`config.mk`:
```
export PLATFORM = sky130hd
export DESIGN_NAME = mtf_cell
export DESIGN_NICKNAME = d
export VERILOG_FILES = /design/src/hdl/mtf_pkg.sv /design/src/hdl/mtf_cell.sv
export SDC_FILE = /design/constraint.sdc
export NUM_CORES = 1
export LEC_CHECK = 0
export BUFFER_PORTS_ARGS = -buffer_cell sky130_fd_sc_hd__buf_2
export CAP_MARGIN = 20
export CORE_ASPECT_RATIO = 1.1
export CORE_UTILIZATION = 45
export DETAILED_ROUTE_END_ITERATION = 8
export GPL_ROUTABILITY_DRIVEN = 0
export PLACE_DENSITY = 0.75
export SLEW_MARGIN = 25
export SYNTH_ARGS = -nofsm -noshare
export SYNTH_HDL_FRONTEND = slang
export SYNTH_SLANG_ARGS = --single-unit
```
`constraint.sdc`:
```
create_clock -name clk -period 2.8 [get_ports clk]
set_input_delay 0.14 -clock clk [delete_from_list [all_inputs] [get_ports clk]]
set_output_delay 0.14 -clock clk [all_outputs]
set_load 0.05 [all_outputs]
```
`src/hdl/mtf_pkg.sv`:
```
`default_nettype none
// ---------------------------------------------------------------------------
// Move-to-front rank package
// Shared types and constants for the move-to-front cell chain.
// ---------------------------------------------------------------------------
package mtf_pkg;

	localparam int ITEM_W = 9;
	localparam int RANK_W = 8;
	localparam int RANK_MAX = 255;
	localparam logic [ITEM_W-1:0] ITEM_COUNT_RST = 9'd256;

	localparam logic MODE_ACCESS = 1'b0;
	localparam logic MODE_RESTART = 1'b1;

	// control flags of an item travelling down the chain
	typedef struct packed {
		logic valid;
		logic restart;
		logic bad;
		logic found;
	} mtf_ctl_t;

endpackage
`default_nettype wire

```
`src/hdl/mtf_cell.sv`:
```
`default_nettype none
// ---------------------------------------------------------------------------
// Move-to-front list cell
// Holds one list entry; swaps it with the value passed down until the key
// is met, then marks the item found with this cell's position as rank.
// ---------------------------------------------------------------------------
module mtf_cell #(
	parameter int IDX_W = 8,
	parameter int unsigned POS = 0
) (
	input  wire logic                       clk,
	input  wire logic                       arst_n,
	input  wire logic                       adv,
	input  wire mtf_pkg::mtf_ctl_t          ctl_i,
	input  wire logic [IDX_W-1:0]           key_i,
	input  wire logic [IDX_W-1:0]           carry_i,
	input  wire logic [mtf_pkg::RANK_W-1:0] rank_i,
	output mtf_pkg::mtf_ctl_t               ctl_o,
	output logic [IDX_W-1:0]                key_o,
	output logic [IDX_W-1:0]                carry_o,
	output logic [mtf_pkg::RANK_W-1:0]      rank_o
);
	import mtf_pkg::*;

	localparam logic [IDX_W-1:0] POS_VAL = IDX_W'(POS);
	localparam logic [RANK_W-1:0] RANK_VAL =
		(POS > RANK_MAX) ? RANK_W'(RANK_MAX) : RANK_W'(POS);

	logic [IDX_W-1:0]  val_q, val_d;
	mtf_ctl_t          ctl_q, ctl_d;
	logic [IDX_W-1:0]  key_q, carry_q, carry_d;
	logic [RANK_W-1:0] rank_q, rank_d;

	always_comb begin
		val_d   = val_q;
		ctl_d   = ctl_i;
		carry_d = carry_i;
		rank_d  = rank_i;
		if (ctl_i.valid) begin
			if (ctl_i.restart) begin
				val_d = POS_VAL;
			end else if (!ctl_i.bad && !ctl_i.found) begin
				// take the value from ahead, hand ours down
				val_d   = carry_i;
				carry_d = val_q;
				if (val_q == key_i) begin
					ctl_d.found = 1'b1;
					rank_d      = RANK_VAL;
				end
			end
		end
	end

	always_ff @(posedge clk or negedge arst_n) begin
		if (!arst_n) begin
			val_q <= POS_VAL;
			ctl_q <= '0;
		end else if (adv) begin
			val_q <= val_d;
			ctl_q <= ctl_d;
		end
	end

	always_ff @(posedge clk) begin
		if (adv) begin
			key_q   <= key_i;
			carry_q <= carry_d;
			rank_q  <= rank_d;
		end
	end

	assign ctl_o   = ctl_q;
	assign key_o   = key_q;
	assign carry_o = carry_q;
	assign rank_o  = rank_q;

endmodule
`default_nettype wire

```
==> impl_metrics.env <==
export IMPL_p_comb_share_pct=21.9
export IMPL_yosys_top_cells_count="24 x edfxtp_1, 12 x dfrtp_1, 11 x mux2_2"
export IMPL_pwr_share_clk_pct=22.4
export IMPL_wl_per_cell_um=14.2
export IMPL_leakage_uw=0.000825
export IMPL_crit_path_end_kind="flop"
export IMPL_n_antenna_cell=0
export IMPL_hold_slack_ns=0.0238
export IMPL_grt_use_total_pct=17.8
export IMPL_wl_um=2880
export IMPL_max_cap_violations=0
export IMPL_p_int_uw=796
export IMPL_viasPerCell=5.02
export IMPL_tns_ns=0
export IMPL_synth_area_top_cells="edfxtp_1 49%, dfrtp_1 20%, mux2_2 8.4%"
export IMPL_grt_overflow_total=0
export IMPL_async_reset_ff_share_pct=33.3
export IMPL_synth_adder_area_share_pct=0
export IMPL_final_net_count=199
export IMPL_die_y_um=62.2
export IMPL_synthSimpleGateAreaFrac_pct=13.6
export IMPL_yosysMostFrequentCell="edfxtp_1"
export IMPL_crit_start="key_i[5]"
export IMPL_area_growth_pct=30.8
export IMPL_maxSlewViolCount=0
export IMPL_grt_pass1_vias=968
export IMPL_peakVddDrop_uv=414
export IMPL_cts_tree="yes"
export IMPL_grt_max_degree=31
export IMPL_synth_top_area_share_pct=48.7
export IMPL_crit_end="rank_o[4]"
export IMPL_min_period_over_period_pct=59.9
export IMPL_htreeDepth=2
export IMPL_antenna_found_initial=0
export IMPL_clock_skew_final_ns=0.00444
export IMPL_clk_pin_slew_ns=0.10
export IMPL_seqCellArea_um2=1020
export IMPL_num_vias=1020
export IMPL_required_ns=2.87
export IMPL_yosys_most_used_dff="edfxtp_1"
export IMPL_netlist_instances=97
export IMPL_path_max_fanout=9
export IMPL_synth_mux_area_share_pct=8.37
export IMPL_rsz0062_at_grt="false"
export IMPL_drc=14
export IMPL_multiInputGateArea_um2=452
export IMPL_first_pass_iters=6
export IMPL_worstRegToRegCells=4
export IMPL_die_w_um=56.7
export IMPL_insertion_delay_ns=0.33
export IMPL_cts_made_buffers=5
export IMPL_maxSlewHeadroom_pct=36.6
export IMPL_hold_viol=0
export IMPL_r2r_end="rank_o[4]"
export IMPL_io_pin_count=59
export IMPL_synth_nets=128
export IMPL_fmax_ghz=0.596
export IMPL_cts_resized=0
export IMPL_synth_edff_count=24
export IMPL_power_share_switching_pct=31.0
export IMPL_crit_path_start_kind="primary input"
export IMPL_synth_warnings=0
export IMPL_violations="design-rule violations"
export IMPL_setup_viol=0
export IMPL_netlist_area_um2=1480
export IMPL_p_per_area_nw_per_um2=596
export IMPL_crit_type="primary input to flop"
export IMPL_r2r_slack_ns=1.17
export IMPL_reg2reg_from="val_q[2]"
export IMPL_fillers=253
export IMPL_cts_path_max_buffers=2
export IMPL_synth_compound_area_share_pct=3.80
export IMPL_core_area_um2=3100
export IMPL_p_switching_uw=357
export IMPL_syn_mean_instance_area_um2=15.3
export IMPL_yosysUniqueCellTypes=17
export IMPL_drive_gt1_share_pct=46.2
export IMPL_hold_class="primary input to flop"
export IMPL_ys_ff_latch=36
export IMPL_row_count=21
export IMPL_postRouteAntennaNets=0
export IMPL_yosys_area_top_type="edfxtp_1"
export IMPL_start_util_pct=47.7
export IMPL_status="finished with violations"
export IMPL_min_period_ns=1.68
export IMPL_grt_pass1_wl_um=4680
export IMPL_drtIter0Drc=33
export IMPL_cts_root_buf="clkbuf_4"
export IMPL_synth_top_family_by_area="simple AND/OR/NAND/NOR gates"
export IMPL_tightestPinTransition_ns=0.946
export IMPL_seq_area_frac_synth_pct=69.0
export IMPL_worstPathArrival_ns=1.75
export IMPL_synthXorXnorAreaFrac_pct=4.73
export IMPL_portBuffers=58
export IMPL_fp_dieArea_um2=3520
export IMPL_cts_sinks=36
export IMPL_seqPwrFrac_pct=55.7
worst min-delay path by stage:
| stage | start | endpoint | slack [ns] | cells after the start |
|---|---|---|---|---|
| after floorplan | arst_n | ctl_o[0] | -0.16 | 0 |
| after global placement | arst_n | ctl_o[3] | 0.03 | 1 |
| after detailed placement | arst_n | ctl_o[2] | 0.03 | 1 |
| after CTS | key_i[3] | key_o[3] | 0.003 | 1 |
| after global routing | key_i[6] | key_o[6] | 0.002 | 1 |
| final | key_i[6] | key_o[6] | 0.02 | 1 |
worst max-delay path, cell delays in order:
cell and delay (ns):
dlygate4sd3_1 0.56, buf_2 0.15, xnor2_1 0.12, nand4_1 0.17, nor4_4 0.52, nor2b_1 0.09
through the flow:
| stage | setup slack (ns) | cells | total power, uW | util [%] | instance area [um2] |
|---|---|---|---|---|---|
| after floorplan | 1.34 | 97 | 822 | - | 1480 |
| after global placement | 0.962 | 187 | 893 | 58.2 | 1810 |
| after detailed placement | 0.901 | 187 | 900 | 58.2 | 1810 |
| after CTS | 1.14 | 201 | 1160 | 61.8 | 1920 |
| after global routing | 1.03 | 203 | 1210 | 62.4 | 1940 |
| final | 1.12 | 203 | 1150 | 62.4 | 1940 |
power by group through the flow:
stage          Combinational (uW)  Sequential, uW  Clock [uW]
6_report                      253             642         258
5_1_grt                       269             647         295
4_1_cts                       253             642         269
3_5_place_dp                  245             654           0
3_3_place_gp                  242             651           0
2_1_floorplan                58.7             763           0
layer usage:
| metal | routed length, um | part of all wire, % | vias up | GRT usage (%) |
|---|---|---|---|---|
| met3 | 238 | 8.3 | 8 | 6.88 |
| met2 | 1370 | 47 | 51 | 28.3 |
| met5 | 0 | 0 | - | 0 |
| met1 | 1200 | 42 | 472 | 21.8 |
| met4 | 71 | 2.5 | 0 | 6.88 |
| li1 | - | - | 489 | - |
cells by family after synthesis:
group,after synthesis
compound gates,10
xor+xnor,8
buf+inv,2
flops,36
mux,11
simple gates,30
flip-flops by register name (all words and copies together) (netlist names):
register	flops
carry_o	8
rank_o	8
key_o	8
val_q	8
ctl_o	4
repair_timing:
action	in CTS	in global routing
buffers inserted	0	0
hold buffers	6	2
endpoints found under the hold margin	17	2
setup endpoints to repair	0	0
cell usage in the layout, fill, tap and decap left out, drive strengths merged, types with 2 or more instances in the layout:
cell         instances
buf                 58
clkbuf               7
o21ai                8
dfrtp               12
mux2                11
xor2                 2
nand2b               9
nand2                8
xnor2                6
nor2b                8
edfxtp              24
dlygate4sd3          8
cell type report:
cell class	count	share of cell area [%]
Clock buffer	7	2.33
Clock inverter	1	0.259
Multi-Input combinational cell	59	23.3
Sequential cell	36	52.7
Tap cell	34	2.20
Timing Repair Buffer	66	19.1
(Power assumes the default switching activity.)
